<file path="config.mk">
export PLATFORM = sky130hd
export DESIGN_NAME = bounded_top_k_sorted_insert
export DESIGN_NICKNAME = d
export VERILOG_FILES = /design/src/tksi_pkg.sv /design/src/tksi_cell.sv /design/src/bounded_top_k_sorted_insert.sv
export SDC_FILE = /design/constraint.sdc
export NUM_CORES = 1
export LEC_CHECK = 0
export BUFFER_PORTS_ARGS = -buffer_cell sky130_fd_sc_hd__buf_2
export CAP_MARGIN = 25
export CORE_UTILIZATION = 59
export DETAILED_ROUTE_END_ITERATION = 7
export PLACE_DENSITY = 0.79
export SKIP_CTS_REPAIR_TIMING = 1
export SKIP_LAST_GASP = 1
export SYNTH_ARGS = -nofsm -noshare
export SYNTH_HDL_FRONTEND = slang
export SYNTH_HIERARCHICAL = 1
export SYNTH_SLANG_ARGS = --single-unit
</file>
<file path="constraint.sdc">
create_clock -name clk_i -period 4.7 [get_ports clk_i]
set_input_delay 0.705 -clock clk_i [delete_from_list [all_inputs] [get_ports clk_i]]
set_output_delay 0.705 -clock clk_i [all_outputs]
set_load 0.03 [all_outputs]
</file>
<file path="src/tksi_pkg.sv">
`timescale 1ns / 1ps

package tksi_pkg;

  localparam int unsigned KCfgW        = 5;
  localparam int unsigned CountW       = 5;
  localparam logic [KCfgW-1:0] KReset  = 5'd8;

  localparam int unsigned MaxKDefault      = 16;
  localparam int unsigned DistBitsDefault  = 24;
  localparam int unsigned CoordBitsDefault = 12;

  typedef struct packed {
    logic in_list;
    logic left_lt;
  } cell_ctl_t;

endpackage

</file>
<file path="src/tksi_cell.sv">
`timescale 1ns / 1ps

module tksi_cell
  import tksi_pkg::*;
#(
  parameter int unsigned DIST_BITS  = DistBitsDefault,
  parameter int unsigned COORD_BITS = CoordBitsDefault
) (
  input  logic                  clk_i,
  input  logic                  load_i,
  input  cell_ctl_t             ctl_i,
  input  logic [DIST_BITS-1:0]  cand_distance_i,
  input  logic [COORD_BITS-1:0] cand_x_i,
  input  logic [COORD_BITS-1:0] cand_y_i,
  input  logic [DIST_BITS-1:0]  left_distance_i,
  input  logic [COORD_BITS-1:0] left_x_i,
  input  logic [COORD_BITS-1:0] left_y_i,
  output logic [DIST_BITS-1:0]  distance_o,
  output logic [COORD_BITS-1:0] x_o,
  output logic [COORD_BITS-1:0] y_o,
  output logic                  lt_o
);

  logic [DIST_BITS-1:0]  distance_q, distance_d;
  logic [COORD_BITS-1:0] x_q, x_d;
  logic [COORD_BITS-1:0] y_q, y_d;

  assign lt_o = ctl_i.in_list && (distance_q < cand_distance_i);

  always_comb begin
    priority if (lt_o) begin
      distance_d = distance_q;
      x_d        = x_q;
      y_d        = y_q;
    end else if (ctl_i.left_lt) begin
      distance_d = cand_distance_i;
      x_d        = cand_x_i;
      y_d        = cand_y_i;
    end else begin
      distance_d = left_distance_i;
      x_d        = left_x_i;
      y_d        = left_y_i;
    end
  end

  always_ff @(posedge clk_i) begin
    if (load_i) begin
      distance_q <= distance_d;
      x_q        <= x_d;
      y_q        <= y_d;
    end
  end

  assign distance_o = distance_q;
  assign x_o        = x_q;
  assign y_o        = y_q;

endmodule

</file>
<file path="src/bounded_top_k_sorted_insert.sv">
`timescale 1ns / 1ps

// Sorted list of the best candidate matches, held in a row of cells, one entry per cell.
// A command is a transfer at a rising edge with start_i high and busy_o low; busy_o is
// always low, so a new candidate may be issued in every cycle.
// Each cell compares its entry with the candidate, and all cells shift or load at once,
// so the next candidate may follow immediately.
// The result appears in the cycle after the command transfer, marked by done_o, which is
// high for exactly one cycle. The receiver cannot stall, so nothing is held back.
// start_new_list_i empties the list before the candidate is inserted.
// k_in_use_we_i writes k_in_use_i; zero acts as one and values above MAX_K saturate.
// Reset empties the list and sets k to eight; entry contents are not cleared.
module bounded_top_k_sorted_insert
  import tksi_pkg::*;
#(
  parameter int unsigned MAX_K      = MaxKDefault,
  parameter int unsigned DIST_BITS  = DistBitsDefault,
  parameter int unsigned COORD_BITS = CoordBitsDefault
) (
  input  logic                  clk_i,
  input  logic                  rst_ni,
  input  logic                  k_in_use_we_i,
  input  logic [KCfgW-1:0]      k_in_use_i,
  input  logic                  start_i,
  output logic                  busy_o,
  input  logic                  start_new_list_i,
  input  logic [DIST_BITS-1:0]  cand_distance_i,
  input  logic [COORD_BITS-1:0] cand_x_i,
  input  logic [COORD_BITS-1:0] cand_y_i,
  output logic                  done_o,
  output logic [DIST_BITS-1:0]  best_distance_o,
  output logic [COORD_BITS-1:0] best_x_o,
  output logic [COORD_BITS-1:0] best_y_o,
  output logic [CountW-1:0]     entry_count_o,
  output logic                  was_kept_o
);

  localparam int unsigned CntW = $clog2(MAX_K + 1);

  logic [KCfgW-1:0] k_in_use_q;
  logic [CntW-1:0]  k_eff;
  logic [CntW-1:0]  held_q, held_d;
  logic [CntW-1:0]  count;
  logic             go;
  logic             kept;
  logic             done_q;
  logic [CntW-1:0]  entry_count_q;
  logic             was_kept_q;

  logic [MAX_K-1:0]      lt;
  logic [MAX_K-1:0]      last_sel;
  cell_ctl_t             ctl      [MAX_K];
  logic [DIST_BITS-1:0]  cell_dist[MAX_K];
  logic [COORD_BITS-1:0] cell_x   [MAX_K];
  logic [COORD_BITS-1:0] cell_y   [MAX_K];

  assign busy_o = 1'b0;
  assign go     = start_i && !busy_o;

  always_comb begin
    priority if (k_in_use_q == '0) begin
      k_eff = CntW'(1);
    end else if (int'(k_in_use_q) > int'(MAX_K)) begin
      k_eff = CntW'(MAX_K);
    end else begin
      k_eff = CntW'(k_in_use_q);
    end
  end

  always_comb begin
    if (start_new_list_i) begin
      count = '0;
    end else if (held_q > k_eff) begin
      count = k_eff;
    end else begin
      count = held_q;
    end
  end

  for (genvar i = 0; i < MAX_K; i++) begin : g_cell
    assign ctl[i].in_list = CntW'(i) < count;
    assign last_sel[i]    = CntW'(i + 1) == k_eff;
    if (i == 0) begin : g_head
      assign ctl[i].left_lt = 1'b1;
      tksi_cell #(
        .DIST_BITS (DIST_BITS),
        .COORD_BITS(COORD_BITS)
      ) u_cell (
        .clk_i          (clk_i),
        .load_i         (go),
        .ctl_i          (ctl[i]),
        .cand_distance_i(cand_distance_i),
        .cand_x_i       (cand_x_i),
        .cand_y_i       (cand_y_i),
        .left_distance_i(cand_distance_i),
        .left_x_i       (cand_x_i),
        .left_y_i       (cand_y_i),
        .distance_o     (cell_dist[i]),
        .x_o            (cell_x[i]),
        .y_o            (cell_y[i]),
        .lt_o           (lt[i])
      );
    end else begin : g_body
      assign ctl[i].left_lt = lt[i-1];
      tksi_cell #(
        .DIST_BITS (DIST_BITS),
        .COORD_BITS(COORD_BITS)
      ) u_cell (
        .clk_i          (clk_i),
        .load_i         (go),
        .ctl_i          (ctl[i]),
        .cand_distance_i(cand_distance_i),
        .cand_x_i       (cand_x_i),
        .cand_y_i       (cand_y_i),
        .left_distance_i(cell_dist[i-1]),
        .left_x_i       (cell_x[i-1]),
        .left_y_i       (cell_y[i-1]),
        .distance_o     (cell_dist[i]),
        .x_o            (cell_x[i]),
        .y_o            (cell_y[i]),
        .lt_o           (lt[i])
      );
    end
  end

  assign kept = ~|(lt & last_sel);

  always_comb begin
    if (kept && (count < k_eff)) begin
      held_d = count + CntW'(1);
    end else begin
      held_d = count;
    end
  end

  always_ff @(posedge clk_i or negedge rst_ni) begin
    if (!rst_ni) begin
      k_in_use_q <= KReset;
      held_q     <= '0;
      done_q     <= 1'b0;
    end else begin
      if (k_in_use_we_i) begin
        k_in_use_q <= k_in_use_i;
      end
      if (go) begin
        held_q <= held_d;
      end
      done_q <= go;
    end
  end

  always_ff @(posedge clk_i) begin
    if (go) begin
      entry_count_q <= held_d;
      was_kept_q    <= kept;
    end
  end

  assign done_o          = done_q;
  assign best_distance_o = cell_dist[0];
  assign best_x_o        = cell_x[0];
  assign best_y_o        = cell_y[0];
  assign was_kept_o      = was_kept_q;

  if (CntW >= CountW) begin : g_cnt_trunc
    assign entry_count_o = entry_count_q[CountW-1:0];
  end else begin : g_cnt_ext
    assign entry_count_o = {{(CountW - CntW){1'b0}}, entry_count_q};
  end

endmodule

</file>
==> results.sh, run 1 <==
export IMPL_status="finished, violations left"
export IMPL_violations="negative setup slack"
export IMPL_io_buffers=112
export IMPL_grt_max_degree=49
export IMPL_root_buffer="clkbuf_16"
export IMPL_crit_fanout=5
export IMPL_tritoncts="built"
export IMPL_cts_sinks=425
export IMPL_drt_iter0_markers=1595
export IMPL_rsz0062_at_grt="yes"
export IMPL_synth_cells=2399
export IMPL_grt_pass1_vias=20700
export IMPL_rrSetupSlack_ps=-50
export IMPL_cp_required_ps=5170
export IMPL_swShare_pct=33.65
export IMPL_clk_path_buf_depth=3
export IMPL_cp_end_kind="flip-flop"
export IMPL_startpoint_type="flip-flop"
export IMPL_gr_total_overflow=0
export IMPL_drc=0
export IMPL_numCtsBuffers=47
export IMPL_place_ws_ps=-212.2
export IMPL_num_antenna_cells=0
export IMPL_max_freq_mhz=210.4
export IMPL_final_util_pct=68.46
export IMPL_ir_drop_mv=0.4095
export IMPL_p_leak_nw=14.28
export IMPL_seqPwrFrac_pct=40.1
export IMPL_p_int_mw=10.93
export IMPL_power_mw=16.47
export IMPL_reg2reg_to="held_q[1]"
export IMPL_crit_arrival_ps=5220
export IMPL_netlist_area_um2=28320
export IMPL_tns_ps=-52.15
export IMPL_area_delta_synth_final_pct=13.48
export IMPL_dp_cells=3152
export IMPL_hold_class="in -> async"
export IMPL_synth_avg_cell_area_um2=11.81
export IMPL_nNetsFinal=3047
export IMPL_antenna_found_initial=1
export IMPL_crit_type="reg -> reg"
export IMPL_wl_per_cell_um=22.72
export IMPL_top_usage_layer="met2"
export IMPL_met3_usage_pct=5.046
export IMPL_avgViaCountPerCell=6.126
export IMPL_rows=79
export IMPL_dp_hpwl_um=53810
export IMPL_rr_worst_depth=22
export IMPL_p_sw_mw=5.542
export IMPL_routed_wl_um=73970
export IMPL_cts_clk_slew_worst_paths_ps=60
export IMPL_fin_area_um2=32140
export IMPL_fp_dieW_um=221.1
export IMPL_cellPowerDensity_nw_per_um2=512.4
export IMPL_pin_count=114
export IMPL_worst_pin_slew_ps=1006
export IMPL_crit_path_start="k_in_use_q[3]"
export IMPL_worst_slack_ps=-52.15
export IMPL_coreArea_um2=46950
export IMPL_grt_util_met2_pct=52.86
export IMPL_post_dp_cell_area_um2=30250
export IMPL_setup_violations=1
export IMPL_cap_violations=0
export IMPL_grt_use_total_pct=30.05
export IMPL_vias=19950
export IMPL_place_congestion=0.9525
export IMPL_post_route_period_util_pct=101.1
export IMPL_clock_latency_ps=590
export IMPL_yosys_warnings=6
export IMPL_slew_headroom_pct=32.95
export IMPL_r2r_start="k_in_use_q[3]"
export IMPL_hold_worst_slack_ps=11.86
export IMPL_dieArea_um2=48890
export IMPL_grt_pass1_wl_um=114500
export IMPL_stdcell_count=3256
export IMPL_die_y_um=221.1
export IMPL_drive_gt1_share_pct=31.07
export IMPL_finalMaxSlewViolations=0
export IMPL_crit_path_end="held_q[1]"
export IMPL_dr_pass1_iters=6
export IMPL_hold_viol=0
export IMPL_combPwrFrac_pct=37.8
export IMPL_start_util_pct=60.33
export IMPL_clock_skew_ps=16.80
export IMPL_power_frac_clock_pct=22.0
export IMPL_gr_usage_met1_pct=36.33
export IMPL_fin_crit_ps=4752
export IMPL_cts_htree_levels=2
export IMPL_drtAntennaViolNets=0
layer usage:
layer,vias up,part of all wire (%)
li1,9194,-
met1,9768,40
met2,763,50
met3,222,6.6
met4,0,4.1
met5,-,0
placed cells by master (no fill, tap or decap), types with 3 or more instances in the layout:
cell type and instances:
a21o_1 48, a21oi_1 132, a221o_2 16, a22oi_1 16
a31oi_1 18, buf_12 11, buf_16 8, buf_2 112
buf_4 103, bufinv_16 4, clkbuf_1 9, clkbuf_16 49
clkinv_1 14, clkinv_2 9, conb_1 4, dfrtp_1 10
edfxtp_1 414, ha_1 378, inv_1 409, mux2_2 415
mux2_4 4, mux2i_1 6, nand2_1 114, nand2b_1 3
nand4_1 64, nand4_2 16, nor2_1 28, nor2_2 12
nor2_4 6, nor2b_1 18, nor3_1 16, nor4_2 17
o2111ai_1 15, o21a_1 16, o21ai_0 74, o21ai_2 18
flip-flops by register name (all words and copies together) (netlist names):
name                             cells
k_in_use_q                           5
g_cell.g_head.u_cell/distance_o     24
done_o                               1
entry_count_o                        5
g_cell.g_head.u_cell/x_o            12
was_kept_o                           1
g_cell.g_head.u_cell/y_o            12
held_q                               5
g_cell.g_body.u_cell/distance_o    360
worst max-delay path, cell delays in order, from the launching register on:
cell       delay (ps)
dfstp_2           370
or3_1             370
a21oi_2           180
ha_1              250
and4_1            160
a21oi_2           140
o21a_1            180
buf_12            130
mux2i_4           250
nor2_4             80
nor2_4            140
inv_2              40
or3_4             390
o2111ai_2          80
a221o_2           180
nor2_4             50
mux4_2            460
nand2_2            80
a211oi_2           70
buf_4             150
nor4_4            290
mux2_4            340
mux2_4            250
power by group through the flow:
stage	clock [mW]	sequential (mW)	combinational, mW
2_1_floorplan	0	6.47	4.18
3_3_place_gp	0	6.65	5.58
3_5_place_dp	0	6.68	5.88
4_1_cts	3.68	6.62	5.96
5_1_grt	3.81	6.71	6.77
6_report	3.63	6.61	6.23
how the worst min path moves through the flow:
stage	cells past startpoint	to	slack (ps)
2_1_floorplan	0	done_o	410
3_3_place_gp	1	g_cell[10].g_body.u_cell/distance_o[20]	570
3_5_place_dp	1	g_cell[6].g_body.u_cell/distance_o[18]	570
4_1_cts	1	done_o	-1
5_1_grt	1	done_o	10
6_report	1	done_o	10
area by class of cell:
cell class | instances | area, um2
tap | 607 | 759.5
sequential | 425 | 12710
clock inverter | 29 | 232.7
clock buffer | 58 | 1260
timing repair buffer | 235 | 1789
fill | 3281 | 14810
multi-input combinational | 1492 | 13850
inverter | 410 | 1539
(Power assumes the default switching activity.)
==> inputs of run 2 (changes only) <==
- SETUP_SLACK_MARGIN: unset -> 0.1
==> run 2 against run 1 <==
Compared with the run above: the flow now finishes without violations; global-route usage fell by 0.49 points; via count fell by 0.82%; utilization barely moved; wire length fell by 1.9%; total power fell by 0.28%; register-to-register slack improved by 70 ps; worst setup slack improved by 73 ps; cell count rose by 0.28%; hold slack improved by 400 ps; critical path type unchanged.
==> results.sh, run 2 (synthesized netlist as in run 1, its figures left out) <==
export IMPL_place_congestion=0.9191
export IMPL_cp_end_kind="flip-flop"
export IMPL_hold_depth=2
export IMPL_hold_viol=0
export IMPL_hold_worst_slack_ps=408.5
export IMPL_wl_per_cell_um=22.23
export IMPL_holdPathEnd="k_in_use_q[1]"
export IMPL_rr_worst_depth=21
export IMPL_max_stage_delay_ps=460
export IMPL_p_leak_nw=14.28
export IMPL_worstHoldStart="k_in_use_i[1]"
export IMPL_cts_htree_levels=2
export IMPL_fp_dieW_um=221.1
export IMPL_drc=0
export IMPL_crit_arrival_ps=5170
export IMPL_fin_area_um2=32120
export IMPL_pin_count=114
export IMPL_io_buffers=112
export IMPL_drt_iter0_markers=1342
export IMPL_largest_reg_flops=360
export IMPL_numCtsBuffers=47
export IMPL_cap_violations=0
export IMPL_multi_input_area_um2=13890
export IMPL_drive_gt1_share_pct=31.64
export IMPL_grt_use_total_pct=29.56
export IMPL_num_antenna_cells=0
export IMPL_crit_type="reg -> reg"
export IMPL_avgViaCountPerCell=6.059
export IMPL_register_area_um2=12710
export IMPL_crit_family="simple AND/OR/NAND/NOR gates"
export IMPL_grt_max_degree=49
export IMPL_gr_total_overflow=0
export IMPL_post_dp_cell_area_um2=30290
export IMPL_slew_headroom_pct=31.00
export IMPL_path_buf_inv=2
export IMPL_cts_sinks=425
export IMPL_area_delta_synth_final_pct=13.40
export IMPL_post_route_period_util_pct=99.56
export IMPL_path_depth=21
export IMPL_hold_class="in -> reg"
export IMPL_fin_crit_ps=4679
export IMPL_max_freq_mhz=213.7
export IMPL_dr_pass1_iters=5
export IMPL_cpMostUsedCell="nor2_4"
export IMPL_cp_required_ps=5190
export IMPL_tritoncts="built"
export IMPL_drtAntennaViolNets=0
export IMPL_status="finished clean"
export IMPL_coreArea_um2=46950
export IMPL_dieArea_um2=48890
export IMPL_cp_slowest_cell="mux4_2"
export IMPL_rrSetupSlack_ps=20
export IMPL_clock_latency_ps=600
export IMPL_clk_path_buf_depth=3
export IMPL_ir_drop_mv=0.3588
export IMPL_nNetsFinal=3056
export IMPL_rsz0062_at_grt="yes"
export IMPL_cellPowerDensity_nw_per_um2=511.3
export IMPL_reg2reg_to="held_q[1]"
export IMPL_cp_cell_sequence="or3_1, a21oi_2, ha_1, and4_1, a21oi_2, o21a_2, buf_6, mux2i_4, nor2_4, nor2_4, inv_2, or3_4, o2111ai_4, a221o_2, nor2_4, mux4_2, nand2_2, a211oi_4, nor4_4, mux2_4, mux2_4"
export IMPL_r2r_start="k_in_use_q[3]"
export IMPL_antenna_found_initial=0
export IMPL_startpoint_type="flip-flop"
export IMPL_worst_pin_slew_ps=1035
export IMPL_start_util_pct=60.33
export IMPL_die_y_um=221.1
export IMPL_grt_pass1_wl_um=112400
export IMPL_routed_wl_um=72580
export IMPL_dp_hpwl_um=53890
export IMPL_setup_violations=0
export IMPL_rows=79
export IMPL_cts_clk_slew_worst_paths_ps=60
export IMPL_finalMaxSlewViolations=0
export IMPL_final_util_pct=68.41
export IMPL_vias=19780
export IMPL_clock_skew_ps=33.84
export IMPL_n_fill_cell=3315
export IMPL_final_common_cell="mux2_2"
export IMPL_root_buffer="clkbuf_16"
export IMPL_grt_pass1_vias=20620
export IMPL_layout_common_cells="mux2_2, edfxtp_1, inv_1, ha_1, a21oi_1"
export IMPL_crit_fanout=4
==> run 2: cell count changes in the layout (fill, tap and decap cells not counted), sizes merged <==
cell / delta
bufinv: +1
clkinv: +3
dlygate4sd3: +1
clkbuf: -7
buf: +8
inv: +3
==> run 2: metrics by stage <==
| step | std cells | TNS, ps | worst slack [ps] | power [mW] |
|---|---|---|---|---|
| 2_1_floorplan | 2401 | 0 | 30.07 | 10.65 |
| 3_5_place_dp | 3165 | -830.1 | -190.9 | 12.56 |
| 5_1_grt | 3265 | -737.8 | -145.5 | 17.25 |
| 4_1_cts | 3252 | -1026 | -202.7 | 16.26 |
| 6_report | 3265 | 0 | 20.84 | 16.42 |
| 3_3_place_gp | 3165 | -452.1 | -183.2 | 12.21 |
==> run 2: worst register-to-register path, stage by stage (launching register included) <==
cell and delay [ps]:
dfstp_2 370, or3_1 380, a21oi_2 170, ha_1 240, and4_1 150, a21oi_2 130, o21a_2 200, buf_6 120
mux2i_4 250, nor2_4 80, nor2_4 130, inv_2 40, or3_4 420, o2111ai_4 90, a221o_2 190, nor2_4 50
mux4_2 460, nand2_2 90, a211oi_4 80, nor4_4 320, mux2_4 340, mux2_4 260
==> run 2: final cells by class <==
type	instances	share of cell area, %
Sequential cell	425	39.56
Clock inverter	36	0.9505
Timing Repair Buffer	244	5.391
Multi-Input combinational cell	1492	43.23
Tap cell	607	2.364
Clock buffer	51	3.708
Inverter	410	4.791
==> run 2: where the power goes <==
group / internal (mW) / total [mW] / switching (mW)
clock: 2.10 / 3.64 / 1.54
sequential: 5.85 / 6.59 / 0.748
combinational: 2.95 / 6.19 / 3.24
==> run 2: layer usage <==
metal  wire, um  vias to the layer above  track usage [%]
li1           -                     9199                -
met1      27760                     9670            34.25
met2      37050                      684            52.87
met3       3867                      231            3.957
met4       3897                        0            16.17
met5          0                        -                0
==> run 2: worst max-delay path by stage <==
stage	to	start	slack, ps
final	held_q[1]	k_in_use_q[3]	20
after global routing	held_q[1]	k_in_use_q[1]	-150
after CTS	held_q[1]	k_in_use_q[1]	-200
after detailed placement	held_q[1]	k_in_use_q[1]	-190
after global placement	held_q[1]	k_in_use_q[1]	-180
after floorplan	held_q[1]	k_in_use_q[1]	30
